--- config.mk ---
export PLATFORM = sky130hd
export DESIGN_NAME = one_wire_bus_master
export DESIGN_NICKNAME = d
export VERILOG_FILES = /design/src/hw/rtl/owb_pkg.sv /design/src/hw/rtl/owb_regs.sv /design/src/hw/rtl/owb_core.sv /design/src/hw/rtl/one_wire_bus_master.sv
export SDC_FILE = /design/constraint.sdc
export NUM_CORES = 1
export LEC_CHECK = 0
export BUFFER_PORTS_ARGS = -buffer_cell sky130_fd_sc_hd__buf_2
export CAP_MARGIN = 20
export CORE_UTILIZATION = 50
export CTS_CLUSTER_SIZE = 28
export DETAILED_ROUTE_END_ITERATION = 12
export HOLD_SLACK_MARGIN = 0.1
export MAX_ROUTING_LAYER = met4
export PLACE_DENSITY = 0.68
export SYNTH_ARGS = -nofsm -noshare
export SYNTH_HDL_FRONTEND = slang
export SYNTH_SLANG_ARGS = --single-unit
--- constraint.sdc ---
create_clock -name clock -period 10.9 [get_ports clock]
set_input_delay 1.635 -clock clock [delete_from_list [all_inputs] [get_ports clock]]
set_output_delay 1.635 -clock clock [all_outputs]
set_load 0.02 [all_outputs]
--- src/hw/rtl/owb_pkg.sv ---
// ----------------------------------------------------------------------------
// owb_pkg
// Shared types and constants for the 1-Wire bus master: phase codes,
// timing register indexes, reset values and the item structures.
// ----------------------------------------------------------------------------
package owb_pkg;

   // widths of the timing registers and the tick counter
   localparam int CFG_WIDTH     = 16;
   localparam int COUNT_WIDTH   = CFG_WIDTH;
   localparam int BITS_PER_BYTE = 8;
   localparam int BIT_IDX_WIDTH = $clog2(BITS_PER_BYTE);
   localparam int NUM_REGS      = 7;
   localparam int REG_IDX_WIDTH = $clog2(NUM_REGS + 1);

   localparam logic [BIT_IDX_WIDTH-1:0] LAST_BIT = BIT_IDX_WIDTH'(BITS_PER_BYTE - 1);

   // timing register indexes
   typedef enum logic [REG_IDX_WIDTH-1:0] {
      REG_RESET_LOW    = 3'd0,
      REG_PRESENCE     = 3'd1,
      REG_RESET_REC    = 3'd2,
      REG_WRITE_LOW    = 3'd3,
      REG_WRITE_HOLD   = 3'd4,
      REG_READ_LOW     = 3'd5,
      REG_READ_REC     = 3'd6
   } reg_idx_type;

   // command codes
   typedef enum logic [1:0] {
      OP_NONE  = 2'd0,
      OP_RESET = 2'd1,
      OP_WRITE = 2'd2,
      OP_READ  = 2'd3
   } op_type;

   // bus phases
   typedef enum logic [2:0] {
      PH_IDLE      = 3'd0,
      PH_RST_LOW   = 3'd1,
      PH_PRES_WAIT = 3'd2,
      PH_RST_REC   = 3'd3,
      PH_WR_LOW    = 3'd4,
      PH_WR_HOLD   = 3'd5,
      PH_RD_LOW    = 3'd6,
      PH_RD_REC    = 3'd7
   } phase_type;

   typedef logic [CFG_WIDTH-1:0] cfg_array_type [NUM_REGS];

   localparam cfg_array_type CFG_RESET_VALS = '{
      CFG_WIDTH'(500), CFG_WIDTH'(70), CFG_WIDTH'(500), CFG_WIDTH'(10),
      CFG_WIDTH'(50), CFG_WIDTH'(10), CFG_WIDTH'(50)
   };

   // one tick item
   typedef struct packed {
      logic [1:0]               operation;
      logic [BITS_PER_BYTE-1:0] data_byte;
      logic                     line_level;
   } owb_item_type;

   // one result item
   typedef struct packed {
      logic                     drive_low;
      logic                     busy_res;
      logic                     done_res;
      logic                     presence;
      logic [BITS_PER_BYTE-1:0] read_data;
   } owb_result_type;

endpackage

--- src/hw/rtl/owb_regs.sv ---
// ----------------------------------------------------------------------------
// owb_regs
// Timing register file, written over the csr channel.
// ----------------------------------------------------------------------------
module owb_regs (
   input  logic                                 clock,
   input  logic                                 reset,
   input  logic                                 csr_valid,
   output logic                                 csr_ready,
   input  logic [owb_pkg::REG_IDX_WIDTH-1:0]    csr_index,
   input  logic [owb_pkg::CFG_WIDTH-1:0]        csr_wdata,
   output owb_pkg::cfg_array_type               regs
);

   owb_pkg::cfg_array_type regs_ff;

   // always ready, indexes beyond the list are dropped
   assign csr_ready = 1'b1;
   assign regs      = regs_ff;

   always_ff @(posedge clock) begin
      if (reset) begin
         regs_ff <= owb_pkg::CFG_RESET_VALS;
      end else if (csr_valid && csr_ready) begin
         for (int i = 0; i < owb_pkg::NUM_REGS; i++) begin
            if (csr_index == owb_pkg::REG_IDX_WIDTH'(i)) begin
               regs_ff[i] <= csr_wdata;
            end
         end
      end
   end

endmodule

--- src/hw/rtl/owb_core.sv ---
// ----------------------------------------------------------------------------
// owb_core
// Bus phase sequencer: advances the phase state and tick counter by one
// tick per step and forms the result item for the new state.
// ----------------------------------------------------------------------------
module owb_core (
   input  logic                     clock,
   input  logic                     reset,
   input  logic                     step,
   input  owb_pkg::owb_item_type    item,
   input  owb_pkg::cfg_array_type   regs,
   output owb_pkg::owb_result_type  result
);

   owb_pkg::phase_type                     phase_ff, phase_in;
   logic [owb_pkg::COUNT_WIDTH-1:0]        tick_ff, tick_in;
   logic [owb_pkg::BIT_IDX_WIDTH-1:0]      bit_idx_ff, bit_idx_in;
   logic [owb_pkg::BITS_PER_BYTE-1:0]      shift_ff, shift_in;
   logic                                   presence_ff, presence_in;
   logic [owb_pkg::BITS_PER_BYTE-1:0]      rdata_ff, rdata_in;
   logic [owb_pkg::CFG_WIDTH-1:0]          limit;
   logic                                   done;

   // state register
   always_ff @(posedge clock) begin
      if (reset) begin
         phase_ff    <= owb_pkg::PH_IDLE;
         tick_ff     <= '0;
         bit_idx_ff  <= '0;
         shift_ff    <= '0;
         presence_ff <= 1'b0;
         rdata_ff    <= '0;
      end else if (step) begin
         phase_ff    <= phase_in;
         tick_ff     <= tick_in;
         bit_idx_ff  <= bit_idx_in;
         shift_ff    <= shift_in;
         presence_ff <= presence_in;
         rdata_ff    <= rdata_in;
      end
   end

   // phase length for the current phase
   always_comb begin
      unique case (phase_ff)
         owb_pkg::PH_RST_LOW:   limit = regs[owb_pkg::REG_RESET_LOW];
         owb_pkg::PH_PRES_WAIT: limit = regs[owb_pkg::REG_PRESENCE];
         owb_pkg::PH_RST_REC:   limit = regs[owb_pkg::REG_RESET_REC];
         owb_pkg::PH_WR_LOW:    limit = regs[owb_pkg::REG_WRITE_LOW];
         owb_pkg::PH_WR_HOLD:   limit = regs[owb_pkg::REG_WRITE_HOLD];
         owb_pkg::PH_RD_LOW:    limit = regs[owb_pkg::REG_READ_LOW];
         owb_pkg::PH_RD_REC:    limit = regs[owb_pkg::REG_READ_REC];
         default:               limit = '0;
      endcase
   end

   // next state for one tick
   always_comb begin
      phase_in    = phase_ff;
      tick_in     = tick_ff;
      bit_idx_in  = bit_idx_ff;
      shift_in    = shift_ff;
      presence_in = presence_ff;
      rdata_in    = rdata_ff;
      done        = 1'b0;

      if (phase_ff == owb_pkg::PH_IDLE) begin
         // start a command
         unique case (owb_pkg::op_type'(item.operation))
            owb_pkg::OP_RESET: begin
               phase_in   = owb_pkg::PH_RST_LOW;
               tick_in    = owb_pkg::COUNT_WIDTH'(1);
               bit_idx_in = '0;
            end
            owb_pkg::OP_WRITE: begin
               phase_in   = owb_pkg::PH_WR_LOW;
               tick_in    = owb_pkg::COUNT_WIDTH'(1);
               bit_idx_in = '0;
               shift_in   = item.data_byte;
            end
            owb_pkg::OP_READ: begin
               phase_in   = owb_pkg::PH_RD_LOW;
               tick_in    = owb_pkg::COUNT_WIDTH'(1);
               bit_idx_in = '0;
               shift_in   = '0;
            end
            default: ;
         endcase
      end else if (tick_ff < limit) begin
         tick_in = tick_ff + owb_pkg::COUNT_WIDTH'(1);
      end else begin
         // phase over, move on
         tick_in = owb_pkg::COUNT_WIDTH'(1);
         unique case (phase_ff)
            owb_pkg::PH_RST_LOW: phase_in = owb_pkg::PH_PRES_WAIT;
            owb_pkg::PH_PRES_WAIT: begin
               presence_in = ~item.line_level;
               phase_in    = owb_pkg::PH_RST_REC;
            end
            owb_pkg::PH_RST_REC: begin
               phase_in = owb_pkg::PH_IDLE;
               tick_in  = '0;
               done     = 1'b1;
            end
            owb_pkg::PH_WR_LOW: phase_in = owb_pkg::PH_WR_HOLD;
            owb_pkg::PH_WR_HOLD: begin
               if (bit_idx_ff == owb_pkg::LAST_BIT) begin
                  phase_in = owb_pkg::PH_IDLE;
                  tick_in  = '0;
                  done     = 1'b1;
               end else begin
                  bit_idx_in = bit_idx_ff + 1'b1;
                  phase_in   = owb_pkg::PH_WR_LOW;
               end
            end
            owb_pkg::PH_RD_LOW: begin
               // sample the bit straight after the low time
               shift_in[bit_idx_ff] = shift_ff[bit_idx_ff] | item.line_level;
               phase_in             = owb_pkg::PH_RD_REC;
            end
            owb_pkg::PH_RD_REC: begin
               if (bit_idx_ff == owb_pkg::LAST_BIT) begin
                  rdata_in = shift_ff;
                  phase_in = owb_pkg::PH_IDLE;
                  tick_in  = '0;
                  done     = 1'b1;
               end else begin
                  bit_idx_in = bit_idx_ff + 1'b1;
                  phase_in   = owb_pkg::PH_RD_LOW;
               end
            end
            default: ;
         endcase
      end
   end

   // result item from the new state
   always_comb begin
      case (phase_in)
         owb_pkg::PH_RST_LOW,
         owb_pkg::PH_WR_LOW,
         owb_pkg::PH_RD_LOW:  result.drive_low = 1'b1;
         owb_pkg::PH_WR_HOLD: result.drive_low = ~shift_in[bit_idx_in];
         default:             result.drive_low = 1'b0;
      endcase
      result.busy_res  = (phase_in != owb_pkg::PH_IDLE);
      result.done_res  = done;
      result.presence  = presence_in;
      result.read_data = rdata_in;
   end

endmodule

--- src/hw/rtl/one_wire_bus_master.sv ---
// ----------------------------------------------------------------------------
// one_wire_bus_master
// 1-Wire bus master: each item is one time tick; produces one result item
// per tick with the drive-low level, busy, done, presence and read byte.
// ----------------------------------------------------------------------------
//
//   channel  direction  handshake             payload
//   req_     in         req_valid/req_stall   operation, data_byte, line_level
//   rsp_     out        rsp_valid/rsp_stall   drive_low, busy_res, done_res,
//                                             presence, read_data
//   csr_     in         csr_valid/csr_ready   csr_index, csr_wdata
//
// One item a cycle while rsp_ is not stalled: an item is held in the
// input register, the sequencer steps on it and its result lands in
// the result register.
// Synchronous reset returns the sequencer to idle and the timing
// registers to their default tick counts.
// A stall on rsp_ holds the result register and backs up into req_stall
// once the input register is full.
// ----------------------------------------------------------------------------
module one_wire_bus_master (
   input  logic                                   clock,
   input  logic                                   reset,
   // tick items
   input  logic                                   req_valid,
   output logic                                   req_stall,
   input  logic [1:0]                             req_operation,
   input  logic [owb_pkg::BITS_PER_BYTE-1:0]      req_data_byte,
   input  logic                                   req_line_level,
   // result items
   output logic                                   rsp_valid,
   input  logic                                   rsp_stall,
   output logic                                   rsp_drive_low,
   output logic                                   rsp_busy_res,
   output logic                                   rsp_done_res,
   output logic                                   rsp_presence,
   output logic [owb_pkg::BITS_PER_BYTE-1:0]      rsp_read_data,
   // register writes
   input  logic                                   csr_valid,
   output logic                                   csr_ready,
   input  logic [owb_pkg::REG_IDX_WIDTH-1:0]      csr_index,
   input  logic [owb_pkg::CFG_WIDTH-1:0]          csr_wdata
);

   owb_pkg::cfg_array_type   regs;
   owb_pkg::owb_item_type    in_item_ff;
   logic                     in_valid_ff, in_valid_in;
   owb_pkg::owb_result_type  result;
   owb_pkg::owb_result_type  rsp_ff;
   logic                     rsp_valid_ff, rsp_valid_in;
   logic                     step;
   logic                     req_accept;

   owb_regs u_regs (
      .clock     (clock),
      .reset     (reset),
      .csr_valid (csr_valid),
      .csr_ready (csr_ready),
      .csr_index (csr_index),
      .csr_wdata (csr_wdata),
      .regs      (regs)
   );

   owb_core u_core (
      .clock  (clock),
      .reset  (reset),
      .step   (step),
      .item   (in_item_ff),
      .regs   (regs),
      .result (result)
   );

   // handshake: step when the result register is free or being emptied
   assign step        = in_valid_ff && (!rsp_valid_ff || !rsp_stall);
   assign req_stall   = in_valid_ff && !step;
   assign req_accept  = req_valid && !req_stall;
   assign in_valid_in = req_accept || (in_valid_ff && !step);
   assign rsp_valid_in = step || (rsp_valid_ff && rsp_stall);

   // input register
   always_ff @(posedge clock) begin
      if (reset) begin
         in_valid_ff <= 1'b0;
      end else begin
         in_valid_ff <= in_valid_in;
      end
   end

   always_ff @(posedge clock) begin
      if (req_accept) begin
         in_item_ff.operation  <= req_operation;
         in_item_ff.data_byte  <= req_data_byte;
         in_item_ff.line_level <= req_line_level;
      end
   end

   // result register
   always_ff @(posedge clock) begin
      if (reset) begin
         rsp_valid_ff <= 1'b0;
      end else begin
         rsp_valid_ff <= rsp_valid_in;
      end
   end

   always_ff @(posedge clock) begin
      if (step) begin
         rsp_ff <= result;
      end
   end

   assign rsp_valid     = rsp_valid_ff;
   assign rsp_drive_low = rsp_ff.drive_low;
   assign rsp_busy_res  = rsp_ff.busy_res;
   assign rsp_done_res  = rsp_ff.done_res;
   assign rsp_presence  = rsp_ff.presence;
   assign rsp_read_data = rsp_ff.read_data;

endmodule
==> results of run 1 <==
## through the flow
stage          area, µm²  total power [µW]  worst slack, ps  cells  hold slack, ps
6_report            9410              1460             5930   1256             453
5_1_grt             9410              1510             5760   1256             469
4_1_cts             9400              1460             5980   1255             454
3_5_place_dp        8810               852             6030   1223             445
3_3_place_gp        8810               851             6100   1223             440
2_1_floorplan       8470               804             6210   1009             432
## flip-flops by register name (all words and copies together), names as in the netlist, 3 cells and up
| register | count |
|---|---|
| u_core.rdata_ff | 8 |
| u_core.shift_ff | 8 |
| rsp_read_data | 8 |
| u_core.tick_ff | 16 |
| u_core.bit_idx_ff | 3 |
| u_core.phase_ff | 3 |
| in_item_ff | 11 |
| u_regs.regs | 112 |
## routing by layer
layer	share of wire (%)	GRT usage [%]
met1	48	37.3
met2	45	40.2
met3	5.5	4.58
met4	1.8	9.11
met5	0	-
## worst max-delay path: cells and delay by family, from the launching register on
family	cells	cell delay [ps]
AOI/OAI and AO/OA	9	1970
adders and majority gates	1	270
buffers and inverters	1	230
DFF	1	990
muxes	2	650
and+or+nand+nor	1	590
## area by class of cell
type | instances | area [µm²]
Clock buffer | 18 | 439
Clock inverter | 14 | 151
Fill cell | 1545 | 7170
Inverter | 11 | 41.3
Multi-Input combinational cell | 758 | 4420
Sequential cell | 176 | 3760
Tap cell | 220 | 275
Timing Repair Buffer | 59 | 325
## cell usage after synthesis (9+ instances only)
| cell | instances | area share (%) |
|---|---|---|
| a21oi_1 | 124 | 7.3 |
| a221o_1 | 13 | 1.5 |
| and3_1 | 17 | 1.3 |
| clkbuf_1 | 49 | 2.2 |
| dfxtp_1 | 153 | 36 |
| edfxtp_1 | 23 | 8.2 |
| ha_1 | 17 | 2.5 |
| inv_1 | 11 | 0.49 |
| mux2_2 | 23 | 3.1 |
| mux2i_1 | 22 | 2.6 |
| mux4_2 | 12 | 3.2 |
| nand2_1 | 271 | 12 |
| nand3_1 | 14 | 0.83 |
| nand3b_1 | 26 | 2.3 |
| nor2_1 | 73 | 3.2 |
| nor2b_1 | 12 | 0.89 |
| nor3b_1 | 9 | 0.80 |
| o21ai_0 | 36 | 2.1 |
## logic make-up after synthesis
kind of cell / after synthesis / synth area share, %
adder cells (fa/ha/maj): 17 / 2.51
AO/OA/AOI/OAI: 225 / 16.1
other: 1 / 0.0443
multiplexers: 58 / 8.98
flip-flops: 176 / 44.3
AND/OR/NAND/NOR: 457 / 24.4
buffers and inverters: 75 / 3.59
## where the power goes
part | switching (µW) | internal, µW | leakage, µW
Clock | 271 | 348 | 0.000298
Combinational | 95.7 | 53.6 | 0.00173
Sequential | 15.7 | 675 | 0.00146
Total | 383 | 1080 | 0.00348
## final timing paths
path / cells after the start / end / startpoint / slack, ps
max: 14 / rsp_drive_low$_DFFE_PP_ / u_core.phase_ff[1]$_SDFFE_PP0P_ / 5930
min: 2 / u_regs.regs[54]$_SDFFE_PP0P_ / u_regs.regs[54]$_SDFFE_PP0P_ / 450
max reg2reg: 14 / rsp_drive_low$_DFFE_PP_ / u_core.phase_ff[1]$_SDFFE_PP0P_ / 5930
min reg2reg: 2 / u_regs.regs[54]$_SDFFE_PP0P_ / u_regs.regs[54]$_SDFFE_PP0P_ / 450
==> run_results.csv, run 1 <==
group,metric,value,unit
clock_tree,hold_buffers,0,
synthesis,syn-cell-area,8470,µm²
status,status,"finished clean",
floorplanning,die_y,132,µm
global_route,grt_pass1_wl,36100,µm
synthesis,yosysSeqAreaShare,44.3,%
setup_path,cpPeakStageDelay,990,ps
floorplanning,start_util,51.1,%
clock_tree,cts_sinks,176,
detailed_routing,vias_per_cell,5.78,
global_route,first_global_vias,6776,
clock_tree,cts_buffers,17,
setup_path,worstSetupPathType,"flip-flop to flip-flop",
sta,setup_viol,0,
detailed_routing,vias,7257,
synthesis,synth_seq_cells,176,
detailed_routing,ant_nets,0,
sta,hold_viol,0,
sta,slew-limit-headroom,29.2,%
floorplanning,die_x,132,µm
sta,max_freq,201,MHz
synthesis,syn_nets,1061,
cells_and_area,syn2layout_area_growth,11.1,%
detailed_routing,routed_wl,22000,µm
cells_and_area,layout.cells.most_common_list,"nand2_1 (271), dfxtp_1 (151), a21oi_1 (124)",
setup_path,cp_cell_sequence,"mux2_2 > a221o_1 > o21ai_0 > ha_1 > a21o_1 > a221o_1 > a221oi_1 > o21ai_1 > buf_4 > a21boi_1 > mux2i_1 > or4b_1 > a41oi_2 > o31ai_1",
cells_and_area,drive_above_1_share,13.3,%
cells_and_area,antenna_cells,0,
sta,min_period,4970,ps
hold_path,hp-class,"flip-flop to flip-flop",
cells_and_area,final_util,56.7,%
synthesis,ys_warn_count,0,
setup_path,critPathRequiredTime,11080,ps
clock_tree,cts.clk_slew.worst_paths,70,ps
clock_tree,post_cts_buffers,0,
run,max-cap-violations,0,
sta,skew,10.7,ps
floorplanning,coreArea,16600,µm²
cells_and_area,final_common_cell,"nand2_1",
setup_path,critPathLaunchType,"flip-flop",
synthesis,synth-edff-count,23,
clock_tree,cts_tree,"yes",
sta,post-route-period-util,45.6,%
clock_tree,clock_path_buffers,2,
clock_tree,h-tree-depth,4,
power_and_ir_drop,power_density,155,nW/µm²
floorplanning,ios,50,
synthesis,postSynth.asyncResetShare,0,%
synthesis,avgSynthCellArea,8.39,µm²
sta,tightest_slew,1060,ps
global_route,gr-total-overflow,0,
placed_design,io_buffer_count,48,
setup_path,crit_path_end_kind,"flip-flop",
synthesis,synth_cell_types,66,
detailed_routing,drc_errors,0,
clock_tree,cts_resized,0,
detailed_routing,wire_per_inst,17.5,µm
sta,maxSlewViolCount,0,
placed_design,dp.final_hpwl,14000,µm
detailed_routing,drt_pass1_iterations,5,
synthesis,synth_cells,1009,
global_route,grt_antenna_before_repair,0,
sta,rsz0062_at_grt,"false",
floorplanning,num_rows,47,
cells_and_area,final_nets,1075,
setup_path,slowest_stage,"dfxtp_2",
detailed_routing,drtIter0Drc,638,
sta,fin_tns_setup,0,ps
setup_path,arrival,5150,ps
power_and_ir_drop,leakagePower,0.00348,µW
clock_tree,clock_latency,440,ps
power_and_ir_drop,vdd_drop_max,0.130,mV
global_route,gr-usage-all-layers,27.1,%
floorplanning,die_area,17500,µm²
synthesis,synth_ff_type,"dfxtp_1",
setup_path,crit_top_cell,"a221o_1",
placed_design,gp_congestion,0.918,
clock_tree,root_buffer,"clkbuf_16",
global_route,grt_max_degree,105,
setup_path,worst-path-max-fanout,39,
No activity file was read; power rests on OpenSTA's default activity.
==> run 2: changes to the inputs <==
- ABC_AREA: default -> 1
- PLACE_DENSITY: 0.68 -> 0.7
- clock period: 10.9 -> 4.3 ns (I/O delays scaled with it)
==> run_results.csv, run 2 <==
group,metric,value,unit
setup_path,crit_end,"rsp_drive_low$_DFFE_PP_",
clock_tree,cts_sinks,176,
setup_path,critPathTopFamily,"simple AND/OR/NAND/NOR gates",
cells_and_area,antenna_cells,0,
cells_and_area,largest_reg_flops,112,
sta,holdWs,384,ps
cells_and_area,fillers,1566,
detailed_routing,ant_nets,0,
setup_path,cpPeakStageDelay,440,ps
power_and_ir_drop,power_density,406,nW/µm²
synthesis,ys_warn_count,0,
synthesis,synth_compound_gate_area_share,18.3,%
power_and_ir_drop,vdd_drop_max,0.290,mV
sta,layout_setup_ws,281,ps
global_route,gr-usage-all-layers,28.4,%
detailed_routing,vias,7951,
synthesis,syn_nets,1221,
setup_path,arrival,4210,ps
detailed_routing,wire_per_inst,16.1,µm
setup_path,worstSetupPathType,"flip-flop to flip-flop",
clock_tree,cts_tree,"yes",
placed_design,place_ws,183,ps
setup_path,path_buf_inv,4,
synthesis,syn-cell-area,8430,µm²
run,max-cap-violations,0,
power_and_ir_drop,power_frac_seq,45.8,%
power_and_ir_drop,leakagePower,0.00418,µW
setup_path,critPathLaunchType,"flip-flop",
clock_tree,clock_path_buffers,2,
cells_and_area,layout.cells.most_common_list,"nand2_1 (220), nor2_1 (208), dfxtp_1 (151)",
hold_path,hp-class,"input port to flip-flop",
placed_design,gp_congestion,0.941,
floorplanning,num_rows,47,
setup_path,cp-startpoint,"u_core.phase_ff[0]$_SDFFE_PP0P_",
clock_tree,cts.clk_slew.worst_paths,70,ps
synthesis,postSynth.asyncResetShare,0,%
detailed_routing,routed_wl,23300,µm
synthesis,yosysTopAreaCell,"dfxtp_1",
synthesis,synth_area_leaders,"dfxtp_1 (36%), nand2_1 (9.8%), nor2_1 (9.3%)",
sta,fin_tns_setup,0,ps
detailed_routing,drc_errors,0,
global_route,grt_max_degree,58,
global_route,gr-total-overflow,0,
power_and_ir_drop,p_switching,1090,µW
floorplanning,ios,50,
global_route,grt_pass1_wl,37700,µm
floorplanning,coreArea,16500,µm²
global_route,grt_antenna_before_repair,0,
cells_and_area,fin_cells,1444,
cells_and_area,final_common_cell,"nand2_1",
synthesis,synth_xor_area_share,0.415,%
cells_and_area,final_area,9620,µm²
setup_path,timing.rr.start,"u_core.phase_ff[0]$_SDFFE_PP0P_",
power_and_ir_drop,p_comb_share,13.1,%
status,status,"finished clean",
synthesis,synth.most_common_cell,"nand2_1",
placed_design,io_buffer_count,48,
synthesis,synth_ff_type,"dfxtp_1",
setup_path,reg2reg_depth,26,
sta,tightest_slew,940,ps
setup_path,critPathRequiredTime,4490,ps
power_and_ir_drop,switching_share,27.9,%
synthesis,yosys.area_share.simple,26.3,%
global_route,first_global_vias,7325,
clock_tree,clock_latency,440,ps
floorplanning,die_y,132,µm
sta,skew,15.2,ps
setup_path,cp.depth,26,
setup_path,crit_top_cell,"nand2_1",
setup_path,crit_path_end_kind,"flip-flop",
synthesis,synth_cells,1169,
clock_tree,root_buffer,"clkbuf_16",
floorplanning,die_x,132,µm
synthesis,synth.top_cell.area_share,36.3,%
synthesis,synth_cell_types,41,
clock_tree,h-tree-depth,4,
synthesis,yosys-top-cells-count,"nand2_1 (220), nor2_1 (209), dfxtp_1 (153)",
synthesis,synth_seq_cells,176,
sta,maxSlewViolCount,0,
floorplanning,die_area,17400,µm²
clock_tree,cts_buffers,17,
cells_and_area,final_nets,1263,
synthesis,muxShareOfSynthArea,0,%
placed_design,place_area,8940,µm²
power_and_ir_drop,power.internal,2810,µW
sta,setup_viol,0,
synthesis,synth-edff-count,23,
sta,max_freq,249,MHz
synthesis,synthAdderAreaFrac,2.52,%
sta,hold_viol,0,
cells_and_area,drive_above_1_share,12.0,%
placed_design,dp.final_hpwl,15800,µm
sta,min_period,4020,ps
cells_and_area,syn2layout_area_growth,14.1,%
sta,slew-limit-headroom,37.2,%
setup_path,r2r_setup_slack,280,ps
setup_path,slowest_stage,"dfxtp_2",
floorplanning,start_util,51.0,%
detailed_routing,drt_pass1_iterations,6,
synthesis,avgSynthCellArea,7.21,µm²
setup_path,worst-path-max-fanout,23,
sta,post-route-period-util,93.5,%
synthesis,synth_top_family_by_area,"simple AND/OR/NAND/NOR gates",
synthesis,yosysSeqAreaShare,44.5,%
setup_path,r2r_end,"rsp_drive_low$_DFFE_PP_",
detailed_routing,vias_per_cell,5.51,
detailed_routing,drtIter0Drc,649,
placed_design,place_inst,1408,
power_and_ir_drop,pwr-share-clk,41.1,%
==> run 2: cell type report <==
class / count / area [µm²] / area share, %
multi-input cells: 824 / 4050 / 42.1
inverters: 111 / 420 / 4.37
clock inverters: 10 / 110 / 1.14
flip-flops and latches: 176 / 3760 / 39.0
repair buffers: 81 / 500 / 5.20
well taps: 220 / 275 / 2.86
clock buffers: 22 / 507 / 5.27
==> run 2: cells by family after synthesis <==
kind of cell	count (synthesis)
compound gates	266
buf+inv	169
xor+xnor	4
flops	176
simple gates	536
fa+ha+maj	17
other cells	1
==> run 2: how the worst min path moves through the flow <==
stage,startpoint,to,slack (ps),cells after the start
6_report,req_operation[1],in_item_ff[10]$_DFFE_PP_,380,1
5_1_grt,req_operation[1],in_item_ff[10]$_DFFE_PP_,370,1
3_5_place_dp,u_regs.regs[104]$_SDFFE_PP1P_,u_regs.regs[104]$_SDFFE_PP1P_,440,2
2_1_floorplan,u_regs.regs[81]$_SDFFE_PP1P_,u_regs.regs[81]$_SDFFE_PP1P_,430,2
3_3_place_gp,u_regs.regs[49]$_SDFFE_PP1P_,u_regs.regs[49]$_SDFFE_PP1P_,440,2
4_1_cts,req_operation[1],in_item_ff[10]$_DFFE_PP_,370,1
==> run 2: through the flow <==
stage / util (%) / total power (µW)
detailed placement: 54.1 / 2310
CTS: 57.8 / 3910
global route: 58.2 / 4050
global placement: 54.1 / 2310
finish: 58.2 / 3900
floorplan: - / 2160
==> run 2: layer usage <==
layer | part of all wire (%) | routed length, µm | track usage [%] | up-vias
li1 | - | - | - | 3946
met1 | 43 | 10100 | 36.8 | 3616
met2 | 46 | 10800 | 44.4 | 353
met3 | 8.0 | 1850 | 4.81 | 36
met4 | 2.3 | 539 | 10.9 | 0
met5 | 0 | 0 | - | -
==> run 2: repair_timing <==
item | CTS | global route
setup buffers | 0 | 4
hold buffers | 0 | 0
setup endpoints to repair | 0 | 12
gates resized for setup | 0 | 8
==> run 2: power groups by stage <==
stage | registers [µW] | logic [µW] | clock network [µW]
after floorplan | 1810 | 353 | 0
after global placement | 1820 | 491 | 0
after detailed placement | 1820 | 493 | 0
after CTS | 1780 | 497 | 1630
after global routing | 1790 | 571 | 1690
final | 1790 | 510 | 1600
==> run 3: changes to the inputs <==
==> constraint.sdc (replaced) <==
create_clock -name clock -period 4.3 [get_ports clock]
set_input_delay 0.43 -clock clock [delete_from_list [all_inputs] [get_ports clock]]
set_output_delay 0.43 -clock clock [all_outputs]
set_load 0.02 [all_outputs]
==> run_results.csv, run 3 (synthesis results as in run 2) <==
group,metric,value,unit
clock_tree,cts_tree,"yes",
clock_tree,h-tree-depth,4,
power_and_ir_drop,pwr-share-clk,40.2,%
detailed_routing,drtIter0Drc,659,
power_and_ir_drop,leakagePower,0.00415,µW
cells_and_area,layout.cells.most_common_list,"nand2_1 (220), nor2_1 (208), dfxtp_1 (153)",
placed_design,dp.final_hpwl,15700,µm
status,status,"finished clean",
power_and_ir_drop,vdd_drop_max,0.310,mV
sta,setup_viol,0,
placed_design,place_ws,156,ps
detailed_routing,wire_per_inst,16.2,µm
global_route,grt_pass1_wl,37700,µm
sta,fin_tns_setup,0,ps
power_and_ir_drop,power_frac_seq,46.5,%
global_route,gr-usage-all-layers,28.4,%
clock_tree,clock_path_buffers,2,
cells_and_area,final_nets,1261,
global_route,grt_antenna_before_repair,0,
global_route,top_usage_layer,"met2",
power_and_ir_drop,p_comb_share,13.2,%
sta,tightest_slew,751,ps
clock_tree,cts.clk_slew.worst_paths,70,ps
sta,hold_viol,0,
setup_path,crit_top_cell,"nand2_1",
clock_tree,post_cts_buffers,0,
setup_path,worst-path-max-fanout,23,
sta,maxSlewViolCount,0,
detailed_routing,routed_wl,23300,µm
floorplanning,die_x,132,µm
floorplanning,ios,50,
floorplanning,die_y,132,µm
setup_path,worstSetupPathType,"flip-flop to flip-flop",
power_and_ir_drop,power_density,401,nW/µm²
detailed_routing,vias,7986,
setup_path,critPathRequiredTime,4490,ps
global_route,first_global_vias,7349,
floorplanning,num_rows,47,
floorplanning,coreArea,16500,µm²
power_and_ir_drop,power.internal,2770,µW
sta,rsz0062_at_grt,"false",
cells_and_area,drive_above_1_share,11.5,%
global_route,gr-total-overflow,0,
power_and_ir_drop,switching_share,27.8,%
placed_design,io_buffer_count,48,
sta,max_freq,248,MHz
power_and_ir_drop,p_switching,1060,µW
floorplanning,die_area,17400,µm²
setup_path,critPathTopFamily,"simple AND/OR/NAND/NOR gates",
sta,skew,13.3,ps
cells_and_area,largest_reg_flops,112,
sta,slew-limit-headroom,49.3,%
run,max-cap-violations,0,
setup_path,cpPeakStageDelay,420,ps
cells_and_area,antenna_cells,0,
cells_and_area,final_common_cell,"nand2_1",
setup_path,path_buf_inv,3,
cells_and_area,syn2layout_area_growth,13.3,%
cells_and_area,fillers,1506,
clock_tree,root_buffer,"clkbuf_16",
setup_path,arrival,4220,ps
setup_path,crit_path_end_kind,"flip-flop",
setup_path,critPathLaunchType,"flip-flop",
setup_path,slowest_stage,"dfxtp_1",
global_route,use_met3,4.34,%
sta,layout_setup_ws,267,ps
hold_path,hp-class,"input port to flip-flop",
detailed_routing,ant_nets,0,
global_route,grt_max_degree,48,
sta,post-route-period-util,93.8,%
clock_tree,cts_sinks,176,
clock_tree,cts_buffers,17,
detailed_routing,drc_errors,0,
cells_and_area,register_area,3750,µm²
cells_and_area,multi_input_area,4040,µm²
detailed_routing,drt_pass1_iterations,7,
detailed_routing,vias_per_cell,5.54,
global_route,grtUsageMet1,36.6,%
placed_design,gp_congestion,0.944,
floorplanning,start_util,51.0,%
clock_tree,clock_latency,440,ps
sta,min_period,4030,ps
global_route,grt_util_met2,45.1,%
## run 3: changes by cell type in the layout (fill, tap and decap cells not counted), moves of 2 or more
cell,delta
clkbuf_1,+2
dfxtp_1,+2
dfxtp_2,-2
buf_4,-2
inv_6,-2
a2111oi_2,+2
## run 3: routing by layer
layer / wire, µm / part of all wire, %
met5: 0 / 0
met3: 1580 / 6.8
met4: 530 / 2.3
met2: 10700 / 46
met1: 10500 / 45
## run 3: final timing paths
check                                       start                           end  slack, ps  depth (start not counted)
hold reg to reg      u_regs.regs[67]$_SDFFE_PP0P_  u_regs.regs[67]$_SDFFE_PP0P_        450                          2
setup / recovery  u_core.phase_ff[2]$_SDFFE_PP0P_       rsp_drive_low$_DFFE_PP_        270                         25
setup reg to reg  u_core.phase_ff[2]$_SDFFE_PP0P_       rsp_drive_low$_DFFE_PP_        270                         25
hold / removal                   req_data_byte[3]       in_item_ff[4]$_DFFE_PP_        170                          1
## run 3: cell type report
cell class	instances	area share (%)
Timing Repair Buffer	79	5.08
Multi-Input combinational cell	824	42.3
Tap cell	220	2.88
Clock inverter	9	0.995
Clock buffer	23	5.12
Sequential cell	176	39.3
Inverter	111	4.36
## run 3: power by group through the flow
| stage | sequential, µW | combinational [µW] | clock, µW |
|---|---|---|---|
| after CTS | 1780 | 501 | 1560 |
| after floorplan | 1810 | 353 | 0 |
| final | 1780 | 508 | 1540 |
| after global placement | 1820 | 494 | 0 |
| after global routing | 1790 | 570 | 1630 |
| after detailed placement | 1820 | 498 | 0 |
## run 3: timing repair
item / in CTS / in global routing
hold buffers: 0 / 0
gates resized for setup: 0 / 5
setup endpoints to repair: 0 / 7
## run 3: per-stage QoR
| step | instance area [µm²] | instances | hold WS, ps | total power [µW] | util, % |
|---|---|---|---|---|---|
| after floorplan | 8430 | 1169 | 429 | 2160 | - |
| final | 9550 | 1442 | 170 | 3830 | 57.8 |
| after global routing | 9550 | 1442 | 158 | 3990 | 57.8 |
| after detailed placement | 8950 | 1410 | 443 | 2310 | 54.2 |
| after global placement | 8950 | 1410 | 439 | 2310 | 54.2 |
| after CTS | 9540 | 1442 | 159 | 3840 | 57.7 |
